File: config.mk
export PLATFORM = sky130hd
export DESIGN_NAME = scancode_to_ascii_fifo_core
export DESIGN_NICKNAME = d
export VERILOG_FILES = /design/src/sca_pkg.sv /design/src/sca_front.sv /design/src/sca_queue.sv /design/src/sca_back.sv /design/src/scancode_to_ascii_fifo_core.sv
export SDC_FILE = /design/constraint.sdc
export NUM_CORES = 1
export LEC_CHECK = 0
export BUFFER_PORTS_ARGS = -buffer_cell sky130_fd_sc_hd__buf_2
export CAP_MARGIN = 20
export CORE_UTILIZATION = 60
export DETAILED_ROUTE_END_ITERATION = 8
export GPL_TIMING_DRIVEN = 1
export PLACE_DENSITY = 0.86
export SYNTH_ARGS = -nofsm -noshare
export SYNTH_HDL_FRONTEND = slang
export SYNTH_SLANG_ARGS = --single-unit
File: constraint.sdc
create_clock -name clock -period 11.7 [get_ports clock]
set_clock_uncertainty 0.2 [all_clocks]
set_input_delay 1.17 -clock clock [delete_from_list [all_inputs] [get_ports clock]]
set_output_delay 1.17 -clock clock [all_outputs]
set_load 0.02 [all_outputs]
File: src/sca_pkg.sv
// shared types, operation codes and character maps for the scancode translator
// depends on nothing
`timescale 1ns / 1ps
`default_nettype none

package sca_pkg;

   localparam int RING_DEPTH_DEF = 16;
   localparam int OPQ_DEPTH      = 2;

   typedef logic [2:0] op_kind_type;

   localparam op_kind_type OP_NOP       = 3'd0;
   localparam op_kind_type OP_SHIFT_SET = 3'd1;
   localparam op_kind_type OP_SHIFT_CLR = 3'd2;
   localparam op_kind_type OP_PUSH      = 3'd3;
   localparam op_kind_type OP_READ      = 3'd4;

   localparam logic REQ_SCANCODE = 1'b0;
   localparam logic REQ_READ     = 1'b1;

   localparam logic [7:0] SC_LSHIFT     = 8'h2A;
   localparam logic [7:0] SC_RSHIFT     = 8'h36;
   localparam logic [7:0] SC_LSHIFT_REL = 8'hAA;
   localparam logic [7:0] SC_RSHIFT_REL = 8'hB6;

   typedef struct packed {
      op_kind_type kind;
      logic [5:0]  code;
   } op_type;

   typedef logic [6:0] char_type;

   localparam char_type LOWER_MAP [64] = '{
      7'h00, 7'h1B, 7'h31, 7'h32, 7'h33, 7'h34, 7'h35, 7'h36,
      7'h37, 7'h38, 7'h39, 7'h30, 7'h2D, 7'h3D, 7'h08, 7'h09,
      7'h71, 7'h77, 7'h65, 7'h72, 7'h74, 7'h79, 7'h75, 7'h69,
      7'h6F, 7'h70, 7'h5B, 7'h5D, 7'h0A, 7'h00, 7'h61, 7'h73,
      7'h64, 7'h66, 7'h67, 7'h68, 7'h6A, 7'h6B, 7'h6C, 7'h3B,
      7'h27, 7'h60, 7'h00, 7'h5C, 7'h7A, 7'h78, 7'h63, 7'h76,
      7'h62, 7'h6E, 7'h6D, 7'h2C, 7'h2E, 7'h2F, 7'h00, 7'h2A,
      7'h00, 7'h20, 7'h00, 7'h00, 7'h00, 7'h00, 7'h00, 7'h00
   };

   localparam char_type UPPER_MAP [64] = '{
      7'h00, 7'h1B, 7'h21, 7'h40, 7'h23, 7'h24, 7'h25, 7'h5E,
      7'h26, 7'h2A, 7'h28, 7'h29, 7'h5F, 7'h2B, 7'h08, 7'h09,
      7'h51, 7'h57, 7'h45, 7'h52, 7'h54, 7'h59, 7'h55, 7'h49,
      7'h4F, 7'h50, 7'h7B, 7'h7D, 7'h0A, 7'h00, 7'h41, 7'h53,
      7'h44, 7'h46, 7'h47, 7'h48, 7'h4A, 7'h4B, 7'h4C, 7'h3A,
      7'h22, 7'h7E, 7'h00, 7'h7C, 7'h5A, 7'h58, 7'h43, 7'h56,
      7'h42, 7'h4E, 7'h4D, 7'h3C, 7'h3E, 7'h3F, 7'h00, 7'h2A,
      7'h00, 7'h20, 7'h00, 7'h00, 7'h00, 7'h00, 7'h00, 7'h00
   };

endpackage

`default_nettype wire

File: src/sca_front.sv
// front end: classifies an incoming transaction into a back-end operation
// depends on sca_pkg
`timescale 1ns / 1ps
`default_nettype none

module sca_front (
   input  wire logic        opcode,
   input  wire logic [7:0]  scancode,
   output sca_pkg::op_type  op
);
   import sca_pkg::*;

   always_comb begin
      op.code = scancode[5:0];
      if (opcode == REQ_READ) begin
         op.kind = OP_READ;
      end else if (scancode inside {SC_LSHIFT, SC_RSHIFT}) begin
         op.kind = OP_SHIFT_SET;
      end else if (scancode inside {SC_LSHIFT_REL, SC_RSHIFT_REL}) begin
         op.kind = OP_SHIFT_CLR;
      end else if (scancode[7] || scancode[6]) begin
         // other release codes and make codes with no character
         op.kind = OP_NOP;
      end else begin
         op.kind = OP_PUSH;
      end
   end

endmodule

`default_nettype wire

File: src/sca_queue.sv
// short operation queue between front and back end
// depends on sca_pkg
`timescale 1ns / 1ps
`default_nettype none

module sca_queue (
   input  wire logic        clock,
   input  wire logic        reset,
   input  wire logic        push,
   input  wire sca_pkg::op_type op_in,
   output logic             full,
   output logic             valid,
   input  wire logic        pop,
   output sca_pkg::op_type  op_out
);
   import sca_pkg::*;

   localparam int PW = (OPQ_DEPTH > 1) ? $clog2(OPQ_DEPTH) : 1;
   localparam int CW = $clog2(OPQ_DEPTH + 1);

   op_type         entry_ff [OPQ_DEPTH];
   logic [PW-1:0]  wr_ptr_ff, wr_ptr_in;
   logic [PW-1:0]  rd_ptr_ff, rd_ptr_in;
   logic [CW-1:0]  count_ff, count_in;

   function automatic logic [PW-1:0] ptr_next(input logic [PW-1:0] p);
      ptr_next = (p == PW'(OPQ_DEPTH - 1)) ? '0 : p + PW'(1);
   endfunction

   assign full   = (count_ff == CW'(OPQ_DEPTH));
   assign valid  = (count_ff != '0);
   assign op_out = entry_ff[rd_ptr_ff];

   always_comb begin
      wr_ptr_in = wr_ptr_ff;
      rd_ptr_in = rd_ptr_ff;
      count_in  = count_ff;
      if (push && !full) begin
         wr_ptr_in = ptr_next(wr_ptr_ff);
      end
      if (pop && valid) begin
         rd_ptr_in = ptr_next(rd_ptr_ff);
      end
      if ((push && !full) && !(pop && valid)) begin
         count_in = count_ff + CW'(1);
      end else if (!(push && !full) && (pop && valid)) begin
         count_in = count_ff - CW'(1);
      end
   end

   always_ff @(posedge clock) begin
      if (reset) begin
         wr_ptr_ff <= '0;
         rd_ptr_ff <= '0;
         count_ff  <= '0;
      end else begin
         wr_ptr_ff <= wr_ptr_in;
         rd_ptr_ff <= rd_ptr_in;
         count_ff  <= count_in;
      end
   end

   always_ff @(posedge clock) begin
      if (push && !full) begin
         entry_ff[wr_ptr_ff] <= op_in;
      end
   end

endmodule

`default_nettype wire

File: src/sca_back.sv
// back end: shift flag, character ring and result register
// depends on sca_pkg
`timescale 1ns / 1ps
`default_nettype none

module sca_back #(
   parameter int RING_DEPTH = sca_pkg::RING_DEPTH_DEF
) (
   input  wire logic        clock,
   input  wire logic        reset,
   input  wire logic        op_valid,
   input  wire sca_pkg::op_type op,
   output logic             op_pop,
   output logic             rsp_valid,
   input  wire logic        rsp_stall,
   output logic             rsp_char_valid,
   output logic [6:0]       rsp_char_out,
   output logic             rsp_dropped,
   output logic             rsp_shift_active
);
   import sca_pkg::*;

   localparam int PW = (RING_DEPTH > 1) ? $clog2(RING_DEPTH) : 1;

   localparam logic ST_IDLE = 1'b0;
   localparam logic ST_READ = 1'b1;

   char_type       ring_ff [RING_DEPTH];
   char_type       rd_data_ff;
   logic [PW-1:0]  wptr_ff, wptr_in;
   logic [PW-1:0]  rptr_ff, rptr_in;
   logic           shift_ff, shift_in;
   logic           state_ff, state_in;
   logic           rsp_valid_ff, rsp_valid_in;
   logic           char_valid_ff, char_valid_in;
   char_type       char_out_ff, char_out_in;
   logic           dropped_ff, dropped_in;
   logic           shift_out_ff, shift_out_in;
   logic           load;
   logic           mem_we;
   logic           mem_re;
   logic           out_free;
   char_type       push_char;
   logic [PW-1:0]  wptr_next;

   function automatic logic [PW-1:0] ptr_next(input logic [PW-1:0] p);
      ptr_next = (p == PW'(RING_DEPTH - 1)) ? '0 : p + PW'(1);
   endfunction

   assign out_free  = !rsp_valid_ff || !rsp_stall;
   assign push_char = shift_ff ? UPPER_MAP[op.code] : LOWER_MAP[op.code];
   assign wptr_next = ptr_next(wptr_ff);

   always_comb begin
      wptr_in       = wptr_ff;
      rptr_in       = rptr_ff;
      shift_in      = shift_ff;
      state_in      = state_ff;
      char_valid_in = 1'b0;
      char_out_in   = '0;
      dropped_in    = 1'b0;
      load          = 1'b0;
      mem_we        = 1'b0;
      mem_re        = 1'b0;
      op_pop        = 1'b0;
      case (state_ff)
         ST_READ: begin
            load          = 1'b1;
            char_valid_in = 1'b1;
            char_out_in   = rd_data_ff;
            state_in      = ST_IDLE;
         end
         ST_IDLE: begin
            if (op_valid && out_free) begin
               op_pop = 1'b1;
               load   = 1'b1;
               case (op.kind)
                  OP_SHIFT_SET: shift_in = 1'b1;
                  OP_SHIFT_CLR: shift_in = 1'b0;
                  OP_PUSH: begin
                     if (push_char != '0) begin
                        if (wptr_next == rptr_ff) begin
                           dropped_in = 1'b1;
                        end else begin
                           mem_we  = 1'b1;
                           wptr_in = wptr_next;
                        end
                     end
                  end
                  OP_READ: begin
                     if (rptr_ff != wptr_ff) begin
                        // result goes out after the registered ring read
                        load     = 1'b0;
                        mem_re   = 1'b1;
                        rptr_in  = ptr_next(rptr_ff);
                        state_in = ST_READ;
                     end
                  end
                  default: ;
               endcase
            end
         end
         default: state_in = ST_IDLE;
      endcase
      shift_out_in = shift_in;
      if (load) begin
         rsp_valid_in = 1'b1;
      end else if (rsp_valid_ff && !rsp_stall) begin
         rsp_valid_in = 1'b0;
      end else begin
         rsp_valid_in = rsp_valid_ff;
      end
   end

   always_ff @(posedge clock) begin
      if (reset) begin
         wptr_ff      <= '0;
         rptr_ff      <= '0;
         shift_ff     <= 1'b0;
         state_ff     <= ST_IDLE;
         rsp_valid_ff <= 1'b0;
      end else begin
         wptr_ff      <= wptr_in;
         rptr_ff      <= rptr_in;
         shift_ff     <= shift_in;
         state_ff     <= state_in;
         rsp_valid_ff <= rsp_valid_in;
      end
   end

   always_ff @(posedge clock) begin
      if (load) begin
         char_valid_ff <= char_valid_in;
         char_out_ff   <= char_out_in;
         dropped_ff    <= dropped_in;
         shift_out_ff  <= shift_out_in;
      end
   end

   always_ff @(posedge clock) begin
      if (mem_we) begin
         ring_ff[wptr_ff] <= push_char;
      end
      if (mem_re) begin
         rd_data_ff <= ring_ff[rptr_ff];
      end
   end

   assign rsp_valid        = rsp_valid_ff;
   assign rsp_char_valid   = char_valid_ff;
   assign rsp_char_out     = char_out_ff;
   assign rsp_dropped      = dropped_ff;
   assign rsp_shift_active = shift_out_ff;

endmodule

`default_nettype wire

File: src/scancode_to_ascii_fifo_core.sv
// top level of the set-1 scancode translator with character ring
// depends on sca_pkg, sca_front, sca_queue, sca_back
//
//   channel   direction  handshake             payload
//   req_      in         req_valid/req_stall   opcode, scancode
//   rsp_      out        rsp_valid/rsp_stall   char_valid, char_out, dropped, shift_active
//
// one transaction per cycle, while req_stall is low, into a two-entry operation queue; the back
// end retires one operation per cycle while rsp_stall does not hold the result register; a read
// that returns a character also passes a read state (the ring memory read port is registered)
// reset clears pointers, shift flag, queue and result valid flag; the ring and result payload are not cleared
// req_stall rises when the queue is full; rsp_stall holds the result register
`timescale 1ns / 1ps
`default_nettype none

module scancode_to_ascii_fifo_core #(
   parameter int RING_DEPTH = sca_pkg::RING_DEPTH_DEF
) (
   input  wire logic        clock,
   input  wire logic        reset,
   input  wire logic        req_valid,
   output logic             req_stall,
   input  wire logic        req_opcode,
   input  wire logic [7:0]  req_scancode,
   output logic             rsp_valid,
   input  wire logic        rsp_stall,
   output logic             rsp_char_valid,
   output logic [6:0]       rsp_char_out,
   output logic             rsp_dropped,
   output logic             rsp_shift_active
);
   import sca_pkg::*;

   op_type  front_op;
   op_type  back_op;
   logic    q_full;
   logic    q_valid;
   logic    q_pop;

   sca_front u_front (
      .opcode   (req_opcode),
      .scancode (req_scancode),
      .op       (front_op)
   );

   sca_queue u_queue (
      .clock  (clock),
      .reset  (reset),
      .push   (req_valid),
      .op_in  (front_op),
      .full   (q_full),
      .valid  (q_valid),
      .pop    (q_pop),
      .op_out (back_op)
   );

   sca_back #(
      .RING_DEPTH (RING_DEPTH)
   ) u_back (
      .clock            (clock),
      .reset            (reset),
      .op_valid         (q_valid),
      .op               (back_op),
      .op_pop           (q_pop),
      .rsp_valid        (rsp_valid),
      .rsp_stall        (rsp_stall),
      .rsp_char_valid   (rsp_char_valid),
      .rsp_char_out     (rsp_char_out),
      .rsp_dropped      (rsp_dropped),
      .rsp_shift_active (rsp_shift_active)
   );

   assign req_stall = q_full;

endmodule

`default_nettype wire

==> flow_summary_export.csv, run 1 <==
group,metric,value,unit
setup_path,worst-path-buf-inv,2,
global_route,grt_pass1_vias,5396,
floorplanning,die_h,118,µm
cts,htree_levels,4,
logic_synthesis,syn-num-nets,627,
floorplanning,die_w,118,µm
cts,clock-sinks,163,
sta,worstMarginPinSlew,1130,ps
sta,drv_slew,0,
drt,routedWlPerCell,25.4,µm
placed_design,place.gp.congestion,0.963,
setup_path,cpPeakStageDelay,710,ps
cts,clk_pin_slew,70,ps
setup_path,start_kind,"flip-flop",
setup_path,cp.required,11560,ps
run_status,run_status,"finished clean",
placed_design,io_buffers,24,
sta,setup_viol,0,
cts,cts-hold-fix-buffers,0,
logic_synthesis,synth_flop_cell,"edfxtp_1",
floorplanning,initial_utilization,0.614,
drt,vias,5370,
logic_synthesis,synthTopCellsByArea,"edfxtp_1 (54%), mux4_2 (9.7%), dfxtp_1 (3.9%), ha_1 (2.8%), mux2i_1 (2.2%)",
sta,fin_setup_tns,0,ps
logic_synthesis,synth.distinct_cells,73,
setup_path,setup.worst_path.class,"reg2reg",
final_layout,area_growth,9.81,%
floorplanning,dieArea,14000,µm²
drt,wl_met2,9960,µm
floorplanning,pin_count,25,
logic_synthesis,postSynthAreaPerCell,13.6,µm²
global_route,antenna_found_initial,0,
pwr,peakVddDrop,154,µV
cts,cts_buffer_depth,2,
setup_path,crit_path_cell_trace,"buf_4, mux2i_2, inv_2, ha_1, o211ai_1, o21ai_0, a211o_1, a21oi_2, nor4_4, a21oi_2, and3_1",
floorplanning,core,13200,µm²
setup_path,cp_common_cell,"a21oi_2",
logic_synthesis,yosysWarnings,0,
sta,rsz0062_at_grt,"false",
sta,fmax,0.185,GHz
drt,drt-initial-drc-count,684,
cts,cts_setup_buffers,0,
drt,first_pass_iters,5,
sta,timing.slew.headroom,0.247,
setup_path,critPathArrivalTime,5270,ps
setup_path,end_kind,"flip-flop",
cts,cts_tree,"yes",
sta,hold_violations,0,
pwr,pwr-share-seq,0.413,
placed_design,dp_hpwl,12600,µm
logic_synthesis,ys_seq_elements,163,
sta,period_share,0.463,
drt,dr_wl_met3,1460,µm
cts,cts-resized-gates,0,
logic_synthesis,synth.top_cell.area_share,0.543,
cts,clock-root-buffer,"clkbuf_16",
pwr,p_comb_frac,0.301,
logic_synthesis,synth-edff-count,147,
pwr,p_clk_frac,0.286,
global_route,grt_remaining_overflow,0,
setup_path,cp_max_fo,48,
cts,cts_inserted_buffers,17,
final_layout,num-nets-final,635,
pwr,sw_frac_of_total,0.357,
drt,top_layer_used,"met4",
pwr,p_int,1.27,mW
global_route,grt_pass1_wl,30900,µm
sta,min_period,5410,ps
final_layout,final_layout_size_suffix_gt1_frac,0.199,
placed_design,placed_area,8300,µm²
final_layout,final_cell_area,8930,µm²
cts,clk_latency,430,ps
drt,detail_route.drc_violations,0,
logic_synthesis,async_reset_ff_frac,0,
global_route,grtUsageTotal,0.302,
pwr,p_leak,3.03,nW
setup_path,cp_slowest_cell,"a21oi_2",
final_layout,diodes,0,
logic_synthesis,ys_seq_area_frac,0.582,
hold_path,min_path_type,"reg2reg",
logic_synthesis,yosysTopAreaCell,"edfxtp_1",
setup_path,path_delay_family,"compound AO/OA/AOI/OAI gates",
drt,met1Wirelength,7750,µm
floorplanning,row_count,42,
global_route,grt_start_max_net_pins,49,
flow_run,max_cap_viol_count,0,
drt,via_per_inst,6.77,
drt,drtAntennaViolNets,0,
logic_synthesis,netlist_instances,596,
pwr,p_per_area,221,nW/µm²
logic_synthesis,syn_area,8130,µm²
pwr,switchingPower,0.705,mW
drt,wirelength,20100,µm
==> cells by family after synthesis <==
group	share of synthesized area
fa+ha+maj	0.0277
xor+xnor	0.0162
mux	0.136
buf+inv	0.0314
simple gates	0.107
flops	0.582
compound gates	0.0997
==> power groups by stage <==
stage	combinational [mW]	sequential [mW]	clock, mW
global route	0.632	0.819	0.587
global placement	0.553	0.824	0
floorplan	0.403	0.823	0
finish	0.593	0.814	0.564
CTS	0.578	0.813	0.568
detailed placement	0.571	0.826	0
==> Yosys cell counts (4+ instances only) <==
cell        n
nand2b_1   12
o21ai_0    21
nor2_1     38
a31oi_1     4
xnor2_1     8
mux4_2     35
nand2_1    29
nand3_1    11
a21oi_1    30
a211oi_1   11
nor3_1     24
inv_1       9
o22ai_1     5
xor2_1      7
buf_6       5
o211ai_1    7
edfxtp_1  147
clkbuf_1   23
and3_1     15
dfxtp_1    16
mux2i_1    18
and2_1      9
nor2b_1     8
buf_2       9
ha_1       18
==> area by class of cell <==
type                            count  area, µm²
Timing Repair Buffer               31        176
Inverter                           11       41.3
Fill cell                         898       4310
Clock inverter                     15        184
Sequential cell                   163       4740
Multi-Input combinational cell    380       3150
Clock buffer                       17        425
Tap cell                          176        220
==> per-layer routing <==
layer  up-vias  global-route usage
li1       2344                   -
met1      2646               0.379
met2       301               0.494
met3        79              0.0637
met4         0               0.161
met5         -                   0
==> registers in the layout, summed over array words and instances, names as in the netlist, 2 cells and up, named ones only <==
signal / flops
u_back.ring_ff: 112
u_queue.entry_ff: 18
u_back.rd_data_ff: 7
u_back.rsp_char_out: 7
u_back.rptr_ff: 4
u_back.wptr_ff: 4
u_queue.count_ff: 2
==> path summary, 6_finish.rpt <==
| check | from | endpoint | slack (ps) | cells past startpoint |
|---|---|---|---|---|
| worst max-delay path | flip-flop | u_back.ring_ff[4][4] | 6290 | 11 |
| worst min-delay path | u_back.rd_data_ff[2] | u_back.rsp_char_out[2] | 320 | 1 |
| worst max register to register | flip-flop | u_back.ring_ff[4][4] | 6290 | 11 |
| worst min register to register | u_back.rd_data_ff[2] | u_back.rsp_char_out[2] | 320 | 1 |
==> stage by stage <==
step / utilization / power (mW) / hold WS [ps] / instances / worst slack [ps]
6_report: 0.675 / 1.97 / 322 / 793 / 6290
3_5_place_dp: 0.627 / 1.40 / 309 / 759 / 6220
4_1_cts: 0.673 / 1.96 / 329 / 791 / 6280
3_3_place_gp: 0.627 / 1.38 / 284 / 758 / 6480
5_1_grt: 0.675 / 2.04 / 337 / 793 / 6090
2_1_floorplan: - / 1.23 / 272 / 596 / 7600
==> layout by cell type, fill, tap and decap left out, types with 3 or more instances in the layout <==
master       n
edfxtp_1   147
nor2_1      38
mux4_2      35
a21oi_1     30
nand2_1     29
buf_2       25
nor3_1      24
o21ai_0     21
ha_1        18
mux2i_1     17
clkbuf_16   17
and3_1      15
dfxtp_1     14
nand2b_1    12
nand3_1     11
a211oi_1    11
inv_1        9
and2_1       9
xnor2_1      8
nor2b_1      8
o211ai_1     7
xor2_1       7
o22ai_1      5
inv_6        5
buf_4        5
a31oi_1      4
inv_8        4
nor3b_1      3
mux2i_2      3
mux2_4       3
or3_1        3
a211o_1      3
o221ai_1     3
a221oi_1     3
clkinv_8     3
Power figures use the tool's default switching activity.
==> inputs of run 2 (changes only) <==
CORE_UTILIZATION = 56   (was 60)
PLACE_DENSITY = 0.85   (was 0.86)
clock period = 4.4 ns   (was 11.7 ns; I/O delays follow)
==> flow_summary_export.csv, run 2 (same netlist as run 1, synthesis figures left out) <==
group,metric,value,unit
placed_design,dp_slack,356,ps
drt,first_pass_iters,5,
cts,cts-hold-fix-buffers,0,
final_layout,num-nets-final,654,
run_status,run_status,"finished clean",
sta,min_period,4120,ps
drt,via_per_inst,6.74,
sta,fin_setup_tns,0,ps
global_route,grt_pass1_wl,31600,µm
floorplanning,dieArea,15000,µm²
sta,hold_violations,0,
final_layout,top_regs,"u_back.ring_ff: 112 flops, u_queue.entry_ff: 18 flops",
cts,cts_buffer_depth,2,
cts,htree_levels,4,
placed_design,place.gp.congestion,0.955,
floorplanning,pin_count,25,
setup_path,worst-path-buf-inv,2,
cts,clock-root-buffer,"clkbuf_16",
setup_path,end_kind,"flip-flop",
sta,fmax,0.243,GHz
final_layout,regMostFlops,"u_back.ring_ff",
pwr,p_leak,3.12,nW
sta,drv_slew,0,
global_route,grtUsageTotal,0.294,
final_layout,mostFrequentLayoutCell,"edfxtp_1",
drt,routedWlPerCell,24.9,µm
placed_design,dp_hpwl,13500,µm
floorplanning,die_h,123,µm
hold_path,min_path_type,"in2reg",
final_layout,nFillCells,953,
sta,rsz0062_at_grt,"false",
global_route,grt_start_max_net_pins,46,
floorplanning,die_w,123,µm
sta,setup_viol,0,
pwr,peakVddDrop,433,µV
floorplanning,core,14000,µm²
setup_path,cp_slowest_cell,"mux2i_1",
sta,timing.slew.headroom,0.432,
setup_path,cp.required,4340,ps
final_layout,largest_reg_flops,112,
cts,cts_setup_buffers,0,
setup_path,setup.worst_path.class,"reg2reg",
setup_path,cpPeakStageDelay,560,ps
drt,drt-initial-drc-count,674,
cts,clk_pin_slew,70,ps
hold_path,hold_start,"req_scancode[5]",
global_route,grt_pass1_vias,5389,
cts,cts-resized-gates,0,
flow_run,max_cap_viol_count,0,
global_route,grt_remaining_overflow,0,
sta,worstMarginPinSlew,849,ps
final_layout,diodes,0,
setup_path,path_delay_family,"simple AND/OR/NAND/NOR gates",
setup_path,start_kind,"flip-flop",
drt,drtAntennaViolNets,0,
setup_path,cp_max_fo,15,
final_layout,final_layout_size_suffix_gt1_frac,0.222,
drt,vias,5498,
setup_path,critPathArrivalTime,4060,ps
drt,detail_route.drc_violations,0,
cts,clock-sinks,163,
global_route,antenna_found_initial,0,
cts,clk_latency,430,ps
pwr,p_per_area,588,nW/µm²
setup_path,crit_path_cell_trace,"mux2i_1, inv_1, ha_1, nand3_1, o21ai_0, a211oi_1, nor4_1, a211o_1, nor4_4, a21oi_2, buf_4, and3_1",
cts,cts_inserted_buffers,17,
cts,cts_tree,"yes",
final_layout,final_cell_mix,"edfxtp_1 (147), nor2_1 (38), mux4_2 (35), a21oi_1 (30), nand2_1 (29)",
placed_design,io_buffers,24,
floorplanning,row_count,43,
sta,period_share,0.936,
sta,layout_setup_ws,281,ps
floorplanning,initial_utilization,0.579,
drt,wirelength,20300,µm
final_layout,area_growth,11.2,%
==> run 2: cell types whose count changed in the layout (fill, tap and decap cells not counted), moves of 2 or more <==
cell,change
clkinv_2,+2
buf_4,+21
inv_8,+2
clkinv_8,-3
==> run 2: worst paths after layout <==
check	end	slack [ps]	cells past startpoint
hold / removal	u_queue.entry_ff[1][5]	20	1
hold reg to reg	u_queue.count_ff[1]	310	2
setup reg to reg	u_back.ring_ff[4][0]	280	12
setup / recovery	u_back.ring_ff[4][0]	280	12
==> run 2: per-stage QoR <==
step	cell area (µm²)	util	total power, mW	instances	hold slack (ps)
2_1_floorplan	8130	-	3.26	596	272
3_3_place_gp	8460	0.603	3.82	784	286
3_5_place_dp	8460	0.603	3.85	784	298
4_1_cts	9050	0.644	5.30	816	8.98
5_1_grt	9050	0.644	5.51	816	14.5
6_report	9050	0.644	5.32	816	20.2
==> run 2: final cells by class <==
cell class	instances	area (µm²)	share of cell area
clock buffers	17	425	0.0470
clock inverters	15	160	0.0177
inverters	11	41.3	0.00456
multi-input cells	380	3140	0.347
flip-flops and latches	163	4740	0.524
well taps	180	225	0.0249
repair buffers	50	315	0.0348
==> run 2: metal layers <==
metal	vias up	share of wire	global-route usage
li1	2372	-	-
met1	2720	0.39	0.383
met2	342	0.49	0.474
met3	64	0.082	0.0586
met4	0	0.036	0.139
met5	-	0	0
==> run 2: power by group <==
group	internal (mW)	switching, mW
clock	0.808	0.657
combinational	0.547	1.17
sequential	2.05	0.0840
total	3.41	1.91
